### config.mk
export PLATFORM = sky130hd
export DESIGN_NAME = http_request_header_parser
export DESIGN_NICKNAME = d
export VERILOG_FILES = /design/src/hrp_pkg.sv /design/src/hrp_parse.sv /design/src/http_request_header_parser.sv
export SDC_FILE = /design/constraint.sdc
export NUM_CORES = 1
export LEC_CHECK = 0
export ABC_AREA = 1
export BUFFER_PORTS_ARGS = -buffer_cell sky130_fd_sc_hd__buf_4
export CAP_MARGIN = 15
export CORE_MARGIN = 4
export CORE_UTILIZATION = 40
export DETAILED_ROUTE_END_ITERATION = 7
export GPL_TIMING_DRIVEN = 0
export HOLD_SLACK_MARGIN = 0.05
export SETUP_SLACK_MARGIN = 0.2
export SYNTH_ARGS = -nofsm -noshare
export SYNTH_HDL_FRONTEND = slang
export SYNTH_HIERARCHICAL = 1
export SYNTH_SLANG_ARGS = --single-unit
### constraint.sdc
create_clock -name clk -period 5.76 [get_ports clk]
set_input_delay 0.576 -clock clk [delete_from_list [all_inputs] [get_ports clk]]
set_output_delay 0.576 -clock clk [all_outputs]
set_load 0.02 [all_outputs]
### src/hrp_pkg.sv
// Shared types, codes and token tables for the HTTP request header parser.
// No dependencies; used by every other file of the block.
package hrp_pkg;

  typedef enum logic [2:0] {
    PH_METHOD  = 3'd0,
    PH_URL     = 3'd1,
    PH_VERSION = 3'd2,
    PH_HEADER  = 3'd3,
    PH_BLANK   = 3'd4
  } phase_t;

  typedef enum logic [1:0] {
    DIG_SKIP = 2'd0,
    DIG_READ = 2'd1,
    DIG_STOP = 2'd2
  } dig_t;

  // result status codes
  localparam logic [1:0] ST_DONE        = 2'd0;
  localparam logic [1:0] ST_BAD_METHOD  = 2'd1;
  localparam logic [1:0] ST_TRUNCATED   = 2'd2;

  // method codes
  localparam logic [1:0] METHOD_NONE = 2'd0;
  localparam logic [1:0] METHOD_GET  = 2'd1;
  localparam logic [1:0] METHOD_POST = 2'd2;

  // characters
  localparam logic [7:0] CH_TAB   = 8'h09;
  localparam logic [7:0] CH_LF    = 8'h0A;
  localparam logic [7:0] CH_VT    = 8'h0B;
  localparam logic [7:0] CH_FF    = 8'h0C;
  localparam logic [7:0] CH_CR    = 8'h0D;
  localparam logic [7:0] CH_SP    = 8'h20;
  localparam logic [7:0] CH_PLUS  = 8'h2B;
  localparam logic [7:0] CH_MINUS = 8'h2D;
  localparam logic [7:0] CH_ZERO  = 8'h30;
  localparam logic [7:0] CH_NINE  = 8'h39;
  localparam logic [7:0] CH_COLON = 8'h3A;

  // token lengths, compared against the 4-bit match position
  localparam logic [3:0] GET_LEN     = 4'd3;
  localparam logic [3:0] POST_LEN    = 4'd4;
  localparam logic [3:0] VERSION_LEN = 4'd9;
  localparam logic [3:0] LENGTH_LEN  = 4'd14;
  localparam logic [3:0] ALIVE_LEN   = 4'd10;
  localparam logic [3:0] POS_MAX     = 4'd15;

  // magnitude limit of the value parser (2^31)
  localparam logic [31:0] MAG_LIMIT = 32'h8000_0000;
  localparam logic [31:0] POS_LIMIT = 32'h7FFF_FFFF;

  typedef struct packed {
    logic [7:0] data_byte;
    logic       first_byte;
    logic       last_byte;
  } item_t;

  typedef struct packed {
    logic [1:0]         status;
    logic [1:0]         method_code;
    logic [15:0]        url_offset;
    logic [15:0]        url_length;
    logic               version_ok;
    logic signed [31:0] body_length;
    logic               length_seen;
    logic               persistent;
    logic [15:0]        body_offset;
  } result_t;

  function automatic logic get_hit(logic [3:0] pos, logic [7:0] b);
    logic [7:0] ch;
    logic       ok;
    ch = 8'h00;
    ok = 1'b1;
    case (pos)
      4'd0: ch = "G";
      4'd1: ch = "E";
      4'd2: ch = "T";
      default: ok = 1'b0;
    endcase
    return ok && (ch == b);
  endfunction

  function automatic logic post_hit(logic [3:0] pos, logic [7:0] b);
    logic [7:0] ch;
    logic       ok;
    ch = 8'h00;
    ok = 1'b1;
    case (pos)
      4'd0: ch = "P";
      4'd1: ch = "O";
      4'd2: ch = "S";
      4'd3: ch = "T";
      default: ok = 1'b0;
    endcase
    return ok && (ch == b);
  endfunction

  function automatic logic version_hit(logic [3:0] pos, logic [7:0] b);
    logic [7:0] ch;
    logic       ok;
    ch = 8'h00;
    ok = 1'b1;
    case (pos)
      4'd0: ch = "H";
      4'd1: ch = "T";
      4'd2: ch = "T";
      4'd3: ch = "P";
      4'd4: ch = "/";
      4'd5: ch = "1";
      4'd6: ch = ".";
      4'd7: ch = "1";
      4'd8: ch = CH_CR;
      default: ok = 1'b0;
    endcase
    return ok && (ch == b);
  endfunction

  function automatic logic length_hit(logic [3:0] pos, logic [7:0] b);
    logic [7:0] ch;
    logic       ok;
    ch = 8'h00;
    ok = 1'b1;
    case (pos)
      4'd0:  ch = "C";
      4'd1:  ch = "o";
      4'd2:  ch = "n";
      4'd3:  ch = "t";
      4'd4:  ch = "e";
      4'd5:  ch = "n";
      4'd6:  ch = "t";
      4'd7:  ch = "-";
      4'd8:  ch = "L";
      4'd9:  ch = "e";
      4'd10: ch = "n";
      4'd11: ch = "g";
      4'd12: ch = "t";
      4'd13: ch = "h";
      default: ok = 1'b0;
    endcase
    return ok && (ch == b);
  endfunction

  function automatic logic alive_hit(logic [3:0] pos, logic [7:0] b);
    logic [7:0] ch;
    logic       ok;
    ch = 8'h00;
    ok = 1'b1;
    case (pos)
      4'd0: ch = "k";
      4'd1: ch = "e";
      4'd2: ch = "e";
      4'd3: ch = "p";
      4'd4: ch = "-";
      4'd5: ch = "a";
      4'd6: ch = "l";
      4'd7: ch = "i";
      4'd8: ch = "v";
      4'd9: ch = "e";
      default: ok = 1'b0;
    endcase
    return ok && (ch == b);
  endfunction

endpackage

### src/hrp_parse.sv
// Parse state and per-byte update of the HTTP request header parser.
// Depends on hrp_pkg (item and result types, token tables, codes).
module hrp_parse #(
  parameter int OFFSET_BITS = 16
) (
  input  logic            clk,
  input  logic            rst,
  input  logic            fire,
  input  hrp_pkg::item_t  item,
  output logic            res_valid,  // this byte finishes a summary
  output hrp_pkg::result_t res
);

  localparam logic [OFFSET_BITS-1:0] OFF_MAX = '1;
  localparam logic [OFFSET_BITS-1:0] OFF_ONE = OFFSET_BITS'(1);

  function automatic logic [OFFSET_BITS-1:0] off_inc(logic [OFFSET_BITS-1:0] v);
    return (v == OFF_MAX) ? v : v + OFF_ONE;
  endfunction

  function automatic logic [15:0] sat16(logic [OFFSET_BITS-1:0] v);
    logic [31:0] w;
    w = 32'(v);
    return (w > 32'h0000_FFFF) ? 16'hFFFF : w[15:0];
  endfunction

  function automatic logic [3:0] pos_inc(logic [3:0] p);
    return (p == hrp_pkg::POS_MAX) ? p : p + 4'd1;
  endfunction

  // state registers
  hrp_pkg::phase_t        phase;
  logic [OFFSET_BITS-1:0] byte_offset;
  logic [3:0]             match_position;
  logic [1:0]             match_candidates;  // [0] length/GET, [1] alive/POST
  logic [OFFSET_BITS-1:0] url_start;
  logic [OFFSET_BITS-1:0] url_count;
  logic [1:0]             method_seen;
  logic                   version_match;
  logic                   line_start;
  logic                   in_value;
  logic [31:0]            value_accumulator;
  logic                   value_negative;
  hrp_pkg::dig_t          digits_state;
  logic                   pending_valid;
  logic [7:0]             pending_byte;
  logic                   length_found;
  logic                   alive_found;
  logic                   done_flag;

  // state as seen by this byte: a first byte starts from reset values
  hrp_pkg::phase_t        c_phase;
  logic [OFFSET_BITS-1:0] c_off;
  logic [3:0]             c_pos;
  logic [1:0]             c_cands;
  logic [OFFSET_BITS-1:0] c_url_start;
  logic [OFFSET_BITS-1:0] c_url_count;
  logic [1:0]             c_method;
  logic                   c_vmatch;
  logic                   c_line_start;
  logic                   c_in_value;
  logic [31:0]            c_acc;
  logic                   c_neg;
  hrp_pkg::dig_t          c_dig;
  logic                   c_pend_v;
  logic [7:0]             c_pend_b;
  logic                   c_len_found;
  logic                   c_alive;
  logic                   c_done;

  logic first;
  assign first = item.first_byte;

  assign c_phase      = first ? hrp_pkg::PH_METHOD : phase;
  assign c_off        = first ? '0 : byte_offset;
  assign c_pos        = first ? 4'd0 : match_position;
  assign c_cands      = first ? 2'b11 : match_candidates;
  assign c_url_start  = first ? '0 : url_start;
  assign c_url_count  = first ? '0 : url_count;
  assign c_method     = first ? hrp_pkg::METHOD_NONE : method_seen;
  assign c_vmatch     = first ? 1'b1 : version_match;
  assign c_line_start = first ? 1'b0 : line_start;
  assign c_in_value   = first ? 1'b0 : in_value;
  assign c_acc        = first ? 32'd0 : value_accumulator;
  assign c_neg        = first ? 1'b0 : value_negative;
  assign c_dig        = first ? hrp_pkg::DIG_SKIP : digits_state;
  assign c_pend_v     = first ? 1'b0 : pending_valid;
  assign c_pend_b     = pending_byte;
  assign c_len_found  = first ? 1'b0 : length_found;
  assign c_alive      = first ? 1'b0 : alive_found;
  assign c_done       = first ? 1'b0 : done_flag;

  // value digit step: acc * 10 + digit, saturated at 2^31
  logic [3:0]  dval;
  logic [35:0] acc_x10;
  logic [31:0] acc_step;
  logic        pend_digit;
  logic        pend_space;

  assign dval       = 4'(c_pend_b - hrp_pkg::CH_ZERO);
  assign acc_x10    = ({4'b0, c_acc} << 3) + ({4'b0, c_acc} << 1) + 36'(dval);
  assign acc_step   = (acc_x10 > 36'(hrp_pkg::MAG_LIMIT)) ? hrp_pkg::MAG_LIMIT : acc_x10[31:0];
  assign pend_digit = (c_pend_b >= hrp_pkg::CH_ZERO) && (c_pend_b <= hrp_pkg::CH_NINE);
  assign pend_space = (c_pend_b == hrp_pkg::CH_SP) || (c_pend_b == hrp_pkg::CH_TAB) ||
                      (c_pend_b == hrp_pkg::CH_VT) || (c_pend_b == hrp_pkg::CH_FF) ||
                      (c_pend_b == hrp_pkg::CH_CR);

  // next state
  hrp_pkg::phase_t        phase_next;
  logic [OFFSET_BITS-1:0] byte_offset_next;
  logic [3:0]             match_position_next;
  logic [1:0]             match_candidates_next;
  logic [OFFSET_BITS-1:0] url_start_next;
  logic [OFFSET_BITS-1:0] url_count_next;
  logic [1:0]             method_seen_next;
  logic                   version_match_next;
  logic                   line_start_next;
  logic                   in_value_next;
  logic [31:0]            value_accumulator_next;
  logic                   value_negative_next;
  hrp_pkg::dig_t          digits_state_next;
  logic                   pending_valid_next;
  logic [7:0]             pending_byte_next;
  logic                   length_found_next;
  logic                   alive_found_next;
  logic                   done_flag_next;

  logic       emit;
  logic [1:0] emit_status;
  logic       ok_get;
  logic       ok_post;
  logic       ok_end;
  logic [7:0] b;

  assign b = item.data_byte;

  always_comb begin
    phase_next             = c_phase;
    byte_offset_next       = c_off;
    match_position_next    = c_pos;
    match_candidates_next  = c_cands;
    url_start_next         = c_url_start;
    url_count_next         = c_url_count;
    method_seen_next       = c_method;
    version_match_next     = c_vmatch;
    line_start_next        = c_line_start;
    in_value_next          = c_in_value;
    value_accumulator_next = c_acc;
    value_negative_next    = c_neg;
    digits_state_next      = c_dig;
    pending_valid_next     = c_pend_v;
    pending_byte_next      = c_pend_b;
    length_found_next      = c_len_found;
    alive_found_next       = c_alive;
    done_flag_next         = c_done;
    emit                   = 1'b0;
    emit_status            = hrp_pkg::ST_DONE;
    ok_get                 = c_cands[0] && (c_pos == hrp_pkg::GET_LEN);
    ok_post                = c_cands[1] && (c_pos == hrp_pkg::POST_LEN);
    ok_end                 = 1'b0;

    if (!c_done) begin
      case (c_phase)
        hrp_pkg::PH_METHOD: begin
          if (b == hrp_pkg::CH_SP) begin
            if (ok_get) begin
              method_seen_next = hrp_pkg::METHOD_GET;
            end else if (ok_post) begin
              method_seen_next = hrp_pkg::METHOD_POST;
            end
            if (!ok_get && !ok_post) begin
              emit        = 1'b1;
              emit_status = hrp_pkg::ST_BAD_METHOD;
            end else begin
              phase_next     = hrp_pkg::PH_URL;
              url_start_next = off_inc(c_off);
              url_count_next = '0;
            end
          end else begin
            match_candidates_next = {c_cands[1] && hrp_pkg::post_hit(c_pos, b),
                                     c_cands[0] && hrp_pkg::get_hit(c_pos, b)};
            match_position_next   = pos_inc(c_pos);
          end
        end
        hrp_pkg::PH_URL: begin
          if (b == hrp_pkg::CH_SP) begin
            phase_next          = hrp_pkg::PH_VERSION;
            match_position_next = 4'd0;
            version_match_next  = 1'b1;
          end else begin
            url_count_next = off_inc(c_url_count);
          end
        end
        hrp_pkg::PH_VERSION: begin
          if (b == hrp_pkg::CH_LF) begin
            version_match_next    = c_vmatch && (c_pos == hrp_pkg::VERSION_LEN);
            phase_next            = hrp_pkg::PH_HEADER;
            match_position_next   = 4'd0;
            match_candidates_next = 2'b11;
            line_start_next       = 1'b1;
            in_value_next         = 1'b0;
            pending_valid_next    = 1'b0;
          end else begin
            version_match_next  = c_vmatch && hrp_pkg::version_hit(c_pos, b);
            match_position_next = pos_inc(c_pos);
          end
        end
        hrp_pkg::PH_HEADER: begin
          if (c_in_value) begin
            if (b == hrp_pkg::CH_LF) begin
              match_position_next   = 4'd0;
              match_candidates_next = 2'b11;
              line_start_next       = 1'b1;
              in_value_next         = 1'b0;
              pending_valid_next    = 1'b0;
            end else begin
              // the byte held back is fed now; the line's last byte never is
              if (c_pend_v && (c_dig != hrp_pkg::DIG_STOP)) begin
                if ((c_dig == hrp_pkg::DIG_SKIP) && pend_space) begin
                  digits_state_next = hrp_pkg::DIG_SKIP;
                end else if ((c_dig == hrp_pkg::DIG_SKIP) &&
                             ((c_pend_b == hrp_pkg::CH_PLUS) ||
                              (c_pend_b == hrp_pkg::CH_MINUS))) begin
                  value_negative_next = (c_pend_b == hrp_pkg::CH_MINUS);
                  digits_state_next   = hrp_pkg::DIG_READ;
                end else if (pend_digit) begin
                  digits_state_next      = hrp_pkg::DIG_READ;
                  value_accumulator_next = acc_step;
                end else begin
                  digits_state_next = hrp_pkg::DIG_STOP;
                end
              end
              pending_valid_next = 1'b1;
              pending_byte_next  = b;
            end
          end else if (c_line_start && (b == hrp_pkg::CH_CR)) begin
            phase_next = hrp_pkg::PH_BLANK;
          end else if (b == hrp_pkg::CH_LF) begin
            match_position_next   = 4'd0;
            match_candidates_next = 2'b11;
            line_start_next       = 1'b1;
            in_value_next         = 1'b0;
            pending_valid_next    = 1'b0;
          end else if ((b == hrp_pkg::CH_COLON) || (b == hrp_pkg::CH_SP)) begin
            if (c_cands[1] && (c_pos == hrp_pkg::ALIVE_LEN)) begin
              alive_found_next = 1'b1;
            end
            digits_state_next = hrp_pkg::DIG_STOP;
            if (c_cands[0] && (c_pos == hrp_pkg::LENGTH_LEN) && !c_len_found) begin
              length_found_next      = 1'b1;
              digits_state_next      = hrp_pkg::DIG_SKIP;
              value_accumulator_next = 32'd0;
              value_negative_next    = 1'b0;
            end
            in_value_next      = 1'b1;
            pending_valid_next = 1'b0;
            line_start_next    = 1'b0;
          end else begin
            match_candidates_next = {c_cands[1] && hrp_pkg::alive_hit(c_pos, b),
                                     c_cands[0] && hrp_pkg::length_hit(c_pos, b)};
            match_position_next   = pos_inc(c_pos);
            line_start_next       = 1'b0;
          end
        end
        hrp_pkg::PH_BLANK: begin
          if (b == hrp_pkg::CH_LF) begin
            emit        = 1'b1;
            emit_status = hrp_pkg::ST_DONE;
          end
        end
        default: begin
          phase_next = c_phase;
        end
      endcase

      if (!emit && item.last_byte) begin
        emit = 1'b1;
        if (phase_next == hrp_pkg::PH_METHOD) begin
          ok_end = (match_candidates_next[0] && (match_position_next == hrp_pkg::GET_LEN)) ||
                   (match_candidates_next[1] && (match_position_next == hrp_pkg::POST_LEN));
          emit_status = ok_end ? hrp_pkg::ST_TRUNCATED : hrp_pkg::ST_BAD_METHOD;
        end else begin
          emit_status = hrp_pkg::ST_TRUNCATED;
        end
      end

      if (emit) begin
        done_flag_next = 1'b1;
      end else begin
        byte_offset_next = off_inc(c_off);
      end
    end
  end

  // result fields from the updated state
  logic [31:0] body_mag;

  always_comb begin
    if (value_negative_next) begin
      body_mag = 32'd0 - value_accumulator_next;
    end else if (value_accumulator_next > hrp_pkg::POS_LIMIT) begin
      body_mag = hrp_pkg::POS_LIMIT;
    end else begin
      body_mag = value_accumulator_next;
    end

    res = '0;
    res.status = emit_status;
    if (emit_status != hrp_pkg::ST_BAD_METHOD) begin
      res.method_code = method_seen_next;
      res.url_offset  = sat16(url_start_next);
      res.url_length  = sat16(url_count_next);
      res.version_ok  = ((phase_next == hrp_pkg::PH_HEADER) ||
                         (phase_next == hrp_pkg::PH_BLANK)) && version_match_next;
      res.body_length = length_found_next ? body_mag : 32'sd0;
      res.length_seen = length_found_next;
      res.persistent  = alive_found_next;
      res.body_offset = (emit_status == hrp_pkg::ST_DONE) ? sat16(off_inc(c_off)) : 16'd0;
    end
  end

  // depends only on the input byte and the state, so the caller can gate fire on it
  assign res_valid = emit;

  always_ff @(posedge clk) begin
    if (rst) begin
      phase             <= hrp_pkg::PH_METHOD;
      byte_offset       <= '0;
      match_position    <= 4'd0;
      match_candidates  <= 2'b11;
      url_start         <= '0;
      url_count         <= '0;
      method_seen       <= hrp_pkg::METHOD_NONE;
      version_match     <= 1'b1;
      line_start        <= 1'b0;
      in_value          <= 1'b0;
      value_accumulator <= 32'd0;
      value_negative    <= 1'b0;
      digits_state      <= hrp_pkg::DIG_SKIP;
      pending_valid     <= 1'b0;
      length_found      <= 1'b0;
      alive_found       <= 1'b0;
      done_flag         <= 1'b0;
    end else if (fire) begin
      phase             <= phase_next;
      byte_offset       <= byte_offset_next;
      match_position    <= match_position_next;
      match_candidates  <= match_candidates_next;
      url_start         <= url_start_next;
      url_count         <= url_count_next;
      method_seen       <= method_seen_next;
      version_match     <= version_match_next;
      line_start        <= line_start_next;
      in_value          <= in_value_next;
      value_accumulator <= value_accumulator_next;
      value_negative    <= value_negative_next;
      digits_state      <= digits_state_next;
      pending_valid     <= pending_valid_next;
      length_found      <= length_found_next;
      alive_found       <= alive_found_next;
      done_flag         <= done_flag_next;
    end
  end

  // held byte is payload, qualified by pending_valid
  always_ff @(posedge clk) begin
    if (fire) begin
      pending_byte <= pending_byte_next;
    end
  end

endmodule

### src/http_request_header_parser.sv
// HTTP request header parser, one request byte per transfer. The block takes
// the request text a byte at a time (first_byte opens a new request and clears
// all parse state) and gives one summary transfer when the blank line that
// ends the header arrives, when the method token is neither GET nor POST, or
// when last_byte closes the buffer. The summary carries the method, URL offset
// and length, the version check against "HTTP/1.1" CR, the first
// Content-Length value (atoi style, saturated to 32 bits, last byte of the
// line dropped), whether a keep-alive key line was seen, and the offset where
// the body starts. After a summary, bytes are dropped until the next
// first_byte. Throughput is one byte per clock unless a summary byte waits on
// out_stall: each byte passes an input register and the compare and
// multiply-by-ten logic that updates the parse state register, and a summary
// then goes to the result register; the state update loop sets the rate. While a
// summary waits on out_stall, bytes that finish no summary keep flowing; only
// a byte that would finish the next summary waits in the input register, and
// in_stall rises once that register is occupied. No clearing pass is needed
// after reset.
// Depends on hrp_pkg and hrp_parse.
module http_request_header_parser #(
  parameter int OFFSET_BITS = 16  // offset counter width, 8..32
) (
  input  logic               clk,
  input  logic               rst,
  // byte input
  input  logic               in_valid,
  output logic               in_stall,
  input  logic [7:0]         data_byte,
  input  logic               first_byte,
  input  logic               last_byte,
  // summary output
  output logic               out_valid,
  input  logic               out_stall,
  output logic [1:0]         status,
  output logic [1:0]         method_code,
  output logic [15:0]        url_offset,
  output logic [15:0]        url_length,
  output logic               version_ok,
  output logic signed [31:0] body_length,
  output logic               length_seen,
  output logic               persistent,
  output logic [15:0]        body_offset
);

  // input register
  hrp_pkg::item_t   in_q;
  logic             in_q_valid;
  logic             accept;
  logic             advance;

  // parser result and output register
  logic             res_valid;
  hrp_pkg::result_t res;
  hrp_pkg::result_t out_q;

  // a byte moves into the parser unless it finishes a summary while the
  // result slot is held by a stalled one
  assign advance  = in_q_valid && (!res_valid || !out_valid || !out_stall);
  assign in_stall = in_q_valid && !advance;
  assign accept   = in_valid && !in_stall;

  always_ff @(posedge clk) begin
    if (rst) begin
      in_q_valid <= 1'b0;
    end else if (accept) begin
      in_q_valid <= 1'b1;
    end else if (advance) begin
      in_q_valid <= 1'b0;
    end
  end

  always_ff @(posedge clk) begin
    if (accept) begin
      in_q.data_byte  <= data_byte;
      in_q.first_byte <= first_byte;
      in_q.last_byte  <= last_byte;
    end
  end

  hrp_parse #(
    .OFFSET_BITS(OFFSET_BITS)
  ) u_parse (
    .clk      (clk),
    .rst      (rst),
    .fire     (advance),
    .item     (in_q),
    .res_valid(res_valid),
    .res      (res)
  );

  // result register
  always_ff @(posedge clk) begin
    if (rst) begin
      out_valid <= 1'b0;
    end else if (advance && res_valid) begin
      out_valid <= 1'b1;
    end else if (!out_stall) begin
      out_valid <= 1'b0;
    end
  end

  always_ff @(posedge clk) begin
    if (advance && res_valid) begin
      out_q <= res;
    end
  end

  assign status      = out_q.status;
  assign method_code = out_q.method_code;
  assign url_offset  = out_q.url_offset;
  assign url_length  = out_q.url_length;
  assign version_ok  = out_q.version_ok;
  assign body_length = out_q.body_length;
  assign length_seen = out_q.length_seen;
  assign persistent  = out_q.persistent;
  assign body_offset = out_q.body_offset;

endmodule

=== Word-level counts from Yosys, hierarchy flattened ===
Cells that the tools add are included.

* Bits in registers: 208
* Input bits: 14
* Output and inout port bits: 89
* Word-level logic and storage cells: 372

* Add/sub/neg operators: 7
* Equality and inequality tests: 44
* Reduce and logical (&&, ||, !) cells: 69
* $lt $le $gt $ge: 4
* Mux-type cells: 214
* Bitwise logic cells: 2

{| class="wikitable"
|+ Operators by type and width
! operator !! count
|-
| $mux W32 || 16
|-
| $mux W16 || 15
|-
| $mux W8 || 21
|-
| $mux W1 || 93
|-
| $mux W2 || 34
|-
| $pmux W7 S9 || 1
|-
| $pmux W7 S8 || 1
|-
| $pmux W7 S7 || 1
|-
| $eq A8 B4 Y1 const B || 6
|-
| $mux W4 || 12
|-
| $eq A8 B6 Y1 const B || 5
|-
| $eq A8 B8 Y1 || 5
|-
| $add A35 B33 Y36 || 1
|-
| $add A36 B4 Y36 || 1
|-
| $gt A36 B32 Y1 const B || 1
|-
| $add A16 B1 Y16 const B || 2
|-
| $eq A16 B16 Y1 const B || 2
|-
| $eq A4 B4 Y1 const B || 8
|-
| $gt A32 B31 Y1 const B || 1
|-
| $pmux W16 S2 || 1
|-
| $sub A1 B32 Y32 const A || 1
|-
| $logic_and A1 B1 Y1 || 30
|-
| $pmux W7 S4 || 1
|-
| $mux W3 || 9
|-
| 32 further kinds || 72
|}

=== Longest topological paths before layout ===
* Depth after elaboration: 27
* Gate-level depth with buffers: 45
* Depth with buffers taken out: 41

=== Hierarchy ===
The synthesis kept the hierarchy.

{| class="wikitable"
|+ By module, submodules not included
! module !! sequential area each (µm²) !! cells an instance !! area an instance (µm²) !! times used
|-
| hrp_parse || 2262.2 || 2529 || 13933.4 || 1
|-
| http_request_header_parser || 2952.8 || 116 || 3022.9 || 1
|}

=== Worst setup path after synthesis ===
OpenSTA, ideal clock, no wires.

* Path type: register to register
* Start: register in_q[1] (netlist bit)
* End: register out_q (netlist bit body_length[26]), data pin
* Period minus slack after synthesis: 4.902 ns
* Buffers on the path: 6
* Cell stages (with the launch flop): 45
* Data required time: 5.507 ns
* Arrival time: 4.649 ns
* Setup time: 0.253 ns
* Path slack: 0.858 ns
* Cells stage by stage: edfxtp_1 buf_6 buf_4 buf_4 buf_2 buf_2 nor2_1 ha_1 ha_1 inv_1 fa_1 inv_1 nand2_1 nand2_1 nand3_1 nand2_2 nand2_1 nand2_1 [9 not listed] buf_4 o21ai_1 nand2_1 nand2_1 nand2_1 nand2_1 inv_1 ha_1 nand2_1 nor2_2 nand2_1 nor2_2 nand3_1 nand2_2 nand2_1 nand2_1 nand2_1 nor2_1

* Elaborated cells between the ends (all ways): 197
* Those cells by class: add/sub: 4; order compare: 2; eq/ne: 27; mux: 126; reduce/logical: 38

{| class="wikitable"
|+ RTL lines
! item !! RTL line !! RTL
|-
| start, declared || http_request_header_parser.sv:45 || <nowiki>hrp_pkg::item_t in_q;</nowiki>
|-
| $mux W32 || hrp_parse.sv:84 || <nowiki>assign c_acc = first ? 32'd0 : value_accumulator;</nowiki>
|-
| $add A35 B33 Y36 || hrp_parse.sv:101 || <nowiki>assign acc_x10 = ({4'b0, c_acc} << 3) + ({4'b0, c_acc} << 1) + 36'(dval);</nowiki>
|-
| $add A36 B4 Y36 || hrp_parse.sv:101 ||
|-
| $gt A36 B32 Y1 || hrp_parse.sv:102 || <nowiki>assign acc_step = (acc_x10 > 36'(hrp_pkg::MAG_LIMIT)) ? hrp_pkg::MAG_LIMIT : acc_x10[31:0];</nowiki>
|-
| $mux W32 || hrp_parse.sv:102 ||
|-
| $mux W32 || hrp_parse.sv:226 || <nowiki>end else if (pend_digit) begin</nowiki>
|-
| $mux W32 || hrp_parse.sv:221 || <nowiki>end else if ((c_dig == hrp_pkg::DIG_SKIP) &&</nowiki>
|-
| $mux W32 || hrp_parse.sv:219 || <nowiki>if ((c_dig == hrp_pkg::DIG_SKIP) && pend_space) begin</nowiki>
|-
| $mux W32 || hrp_parse.sv:218 || <nowiki>if (c_pend_v && (c_dig != hrp_pkg::DIG_STOP)) begin</nowiki>
|-
| $mux W32 || hrp_parse.sv:210 || <nowiki>if (b == hrp_pkg::CH_LF) begin</nowiki>
|-
| $mux W32 || hrp_parse.sv:209 || <nowiki>if (c_in_value) begin</nowiki>
|-
| $mux W32 || hrp_parse.sv:163 || <nowiki>case (c_phase)</nowiki>
|-
| $mux W32 * || hrp_parse.sv:162 || <nowiki>if (!c_done) begin</nowiki>
|-
| named net u_parse.value_accumulator_next[1] || hrp_parse.sv:119 || <nowiki>logic [31:0] value_accumulator_next;</nowiki>
|-
| $gt A32 B31 Y1 || hrp_parse.sv:301 || <nowiki>end else if (value_accumulator_next > hrp_pkg::POS_LIMIT) begin</nowiki>
|-
| $mux W32 || hrp_parse.sv:301 ||
|-
| $mux W32 * || hrp_parse.sv:299 || <nowiki>if (value_negative_next) begin</nowiki>
|-
| end signal, assigned || http_request_header_parser.sv:103 || <nowiki>out_q <= res;</nowiki>
|-
| end, declared || http_request_header_parser.sv:53 || <nowiki>hrp_pkg::result_t out_q;</nowiki>
|}

The timed path passes the listed nets; every way through them passes the cells marked *. The select of a mux whose other input is x is not followed.
A chain may end at the register's enable or synchronous reset.

=== Final worst setup path ===
Ends and elaborated chain as after synthesis.

==> metrics.cfg <==
[outcome]
status = complete, no violations

[setup_path]
required_ns = 6.07
worstPathArrival_ns = 5.60
crit_path_end_kind = flip-flop
cp_max_fo = 10
crit_top_cell = nand2_1
cp-start-kind = flip-flop
cp_slowest_stage_delay_ns = 0.41
crit_slowest_cell = edfxtp_1
critPathKind = reg -> reg

[placed_design]
place_hpwl_mm = 46.8
gp_congestion = 0.952
portBuffers = 102
place_inst = 3287

[power_and_ir_drop]
combPwrFrac_pct = 20.9
p_sw_share_pct = 30.7
ir_drop_v = 0.000227
power.density_mw_per_mm2 = 202
power_leakage_uw = 0.00928
pwr-share-clk_pct = 39.0
sequentialPowerShare_pct = 40.0
power_uw = 4140
p_sw_uw = 1270
internal-power_uw = 2870

[final_layout]
fill_cells = 4260
drive_gt1_share_pct = 15.8
final_util_pct = 48.8
final_cell_count_no_fill = 3366
final_nets = 2895
antenna_cells = 0
syn2layout_area_growth_pct = 20.7

[clock_tree]
cts_sinks = 208
htree_num_levels = 1
cts_hold_buf = 0
clock-root-buffer = clkbuf_16
cts_buffers = 25
cts.clk_slew.worst_paths_ns = 0.06
clock_latency_ns = 0.56
cts_tree = built
cts_buffer_depth = 3

[grt]
grt_pass1_wl_mm = 94.3
grt_pass1_vias = 17700
track_usage_pct = 25.8
overflow = 0
grt_max_degree = 76
antenna_found_initial = 0

[yosys]
syn_avg_cell_area_um2 = 6.41
yosysWarnings = 6
netlist_instances = 2645
synth_flop_cell = edfxtp_1
syn_nets = 2732
ys_seq_area_share_pct = 30.8
synth_seq_cells = 208
synthArstFlopShare_pct = 0
ys_types = 68
synth_edf_count = 105
syn_area_mm2 = 0.0170

[routing]
drt_pre_antenna_iters = 6
vias = 18300
viasPerCell = 5.44
drtAntennaViolNets = 0
wl_mm = 60.9
wl_per_cell_um = 18.1
drt-initial-drc-count = 1620
drc = 0

[hold_path]
hp-class = in -> reg

[sta]
min_period_ns = 5.29
clock.fmax_mhz = 189
rsz0062_at_grt = true
skew_ns = 0.0168
setup_violations = 0
slew-limit-headroom_pct = 34.7
drv_slew = 0
tightestPinTransition_ns = 0.976
period_share_pct = 91.9
finalHoldViolCount = 0

[floorplanning]
dieArea_mm2 = 0.0457
num_rows = 75
die_y_um = 214
core_region_area_mm2 = 0.0419
die_x_um = 214
start_util_pct = 40.4
io_pins = 103

[job]
max_cap_viol_count = 0

[synthesized netlist by cell type (4+ instances only)]
cell type | instances | area, um2
nor3_1 | 39 | 195
inv_1 | 398 | 1490
nor2_4 | 4 | 45.0
o21bai_1 | 9 | 67.6
xnor2_1 | 8 | 70.1
o211ai_1 | 40 | 300
nand3b_1 | 8 | 60.1
nor2_2 | 23 | 144
dfxtp_1 | 103 | 2060
buf_1 | 7 | 26.3
edfxtp_1 | 105 | 3150
a21oi_2 | 5 | 43.8
a22oi_1 | 15 | 113
o21ai_1 | 14 | 70.1
inv_2 | 31 | 116
buf_2 | 17 | 85.1
xor2_1 | 26 | 228
ha_1 | 72 | 901
a211oi_1 | 20 | 150
buf_4 | 7 | 52.6
nor2_1 | 348 | 1310
o31ai_1 | 4 | 30.0
o21ai_0 | 135 | 676
clkbuf_1 | 56 | 210
a21oi_1 | 205 | 1030
o22ai_1 | 12 | 75.1
nand3_1 | 154 | 771
a32oi_1 | 4 | 35.0
a221oi_1 | 4 | 35.0
nor3_2 | 10 | 100
a31oi_1 | 9 | 56.3
nand2_1 | 639 | 2400
nand4_1 | 35 | 219
clkinv_1 | 8 | 30.0
nand3_2 | 4 | 40.0
nand2_2 | 19 | 119
[worst max-delay path: cells and delay by family (launching register included)]
kind            cells  cell delay (ns)
simple gates       23             2.04
compound gates      3             0.49
buf+inv            10             1.34
flops               1             0.41
fa+ha+maj           3             0.73
[repair_timing]
item                       in CTS  in global routing
buffers inserted               15                 17
setup endpoints to repair      86                 46
gates resized for setup       104                113
pin swaps                      13                 38
gates cloned                    1                  0
[through the flow]
stage | hold WS, ns | instance area [um2] | TNS (ns) | setup WS (ns)
final | 0.192 | 20500 | 0 | 0.468
after global routing | 0.181 | 20500 | 0 | 0.132
after CTS | 0.171 | 19800 | 0 | 0.201
after detailed placement | 0.445 | 18400 | -32.60 | -1.16
after global placement | 0.442 | 18400 | -84.08 | -1.15
after floorplan | 0.421 | 17000 | 0 | 0.858
[final timing paths]
path | end | depth (start not counted) | startpoint | slack (ns)
hold reg to reg | u_parse/c_pend_b[6] | 0 | in_q[8] | 0.45
setup / recovery | body_length[26] | 39 | in_q[1] | 0.47
hold / removal | in_q_valid | 2 | rst | 0.19
setup reg to reg | body_length[26] | 39 | in_q[1] | 0.47
[layout by cell type, fill, tap and decap left out, drive strengths merged, types with 35 or more instances in the layout]
master  instances
ha             72
o211ai         40
o21ai         150
a21oi         210
nor2          376
edfxtp        105
buf           168
clkbuf         93
nor3           50
nand4          35
inv           430
nand3         158
nand2         658
dfxtp         103
[final cells by class]
cell class / instances / area (um2) / area share (%)
Inverter: 437 / 1650 / 8.04
Multi-Input combinational cell: 1910 / 10500 / 51.4
Timing Repair Buffer: 136 / 1080 / 5.27
Tap cell: 539 / 674 / 3.29
Buffer: 90 / 507 / 2.48
Sequential cell: 208 / 5220 / 25.5
Clock buffer: 36 / 687 / 3.36
Clock inverter: 10 / 143 / 0.697
[power groups by stage]
stage / logic [uW] / clock network (uW) / registers, uW
2_1_floorplan: 513 / 0 / 1700
3_3_place_gp: 759 / 0 / 1690
3_5_place_dp: 766 / 0 / 1690
4_1_cts: 817 / 1650 / 1660
5_1_grt: 955 / 1710 / 1660
6_report: 868 / 1620 / 1660
[cells by family (layout without fill, tap and decap cells)]
group / Yosys count / in the layout / share of synthesized area, %
buffers and inverters: 527 / 709 / 12.1
and+or+nand+nor: 1297 / 1297 / 32.5
DFF: 208 / 208 / 30.8
xor gates and xnor gates: 34 / 34 / 1.76
muxes: 1 / 1 / 0.0664
AOI/OAI and AO/OA: 505 / 505 / 17.4
adders and majority gates: 73 / 73 / 5.43
[routing by layer]
layer	track usage [%]	part of all wire, %	vias to the layer above
met5	0	0	-
met4	9.51	3.8	0
met3	3.47	6.3	145
met2	44.3	48	642
met1	33.3	42	8558
li1	-	-	8961
[sequential cells by signal, indices dropped and copies added (netlist names), 3 cells and up]
register and count:
u_parse/byte_offset 16, in_q 10, u_parse/c_pend_b 8, u_parse/url_start 16, body_length 32, u_parse/url_count 16, u_parse/value_accumulator 32, url_length 16
u_parse/phase 3, url_offset 16, body_offset 16, u_parse/match_position 4
(Power assumes the default switching activity.)
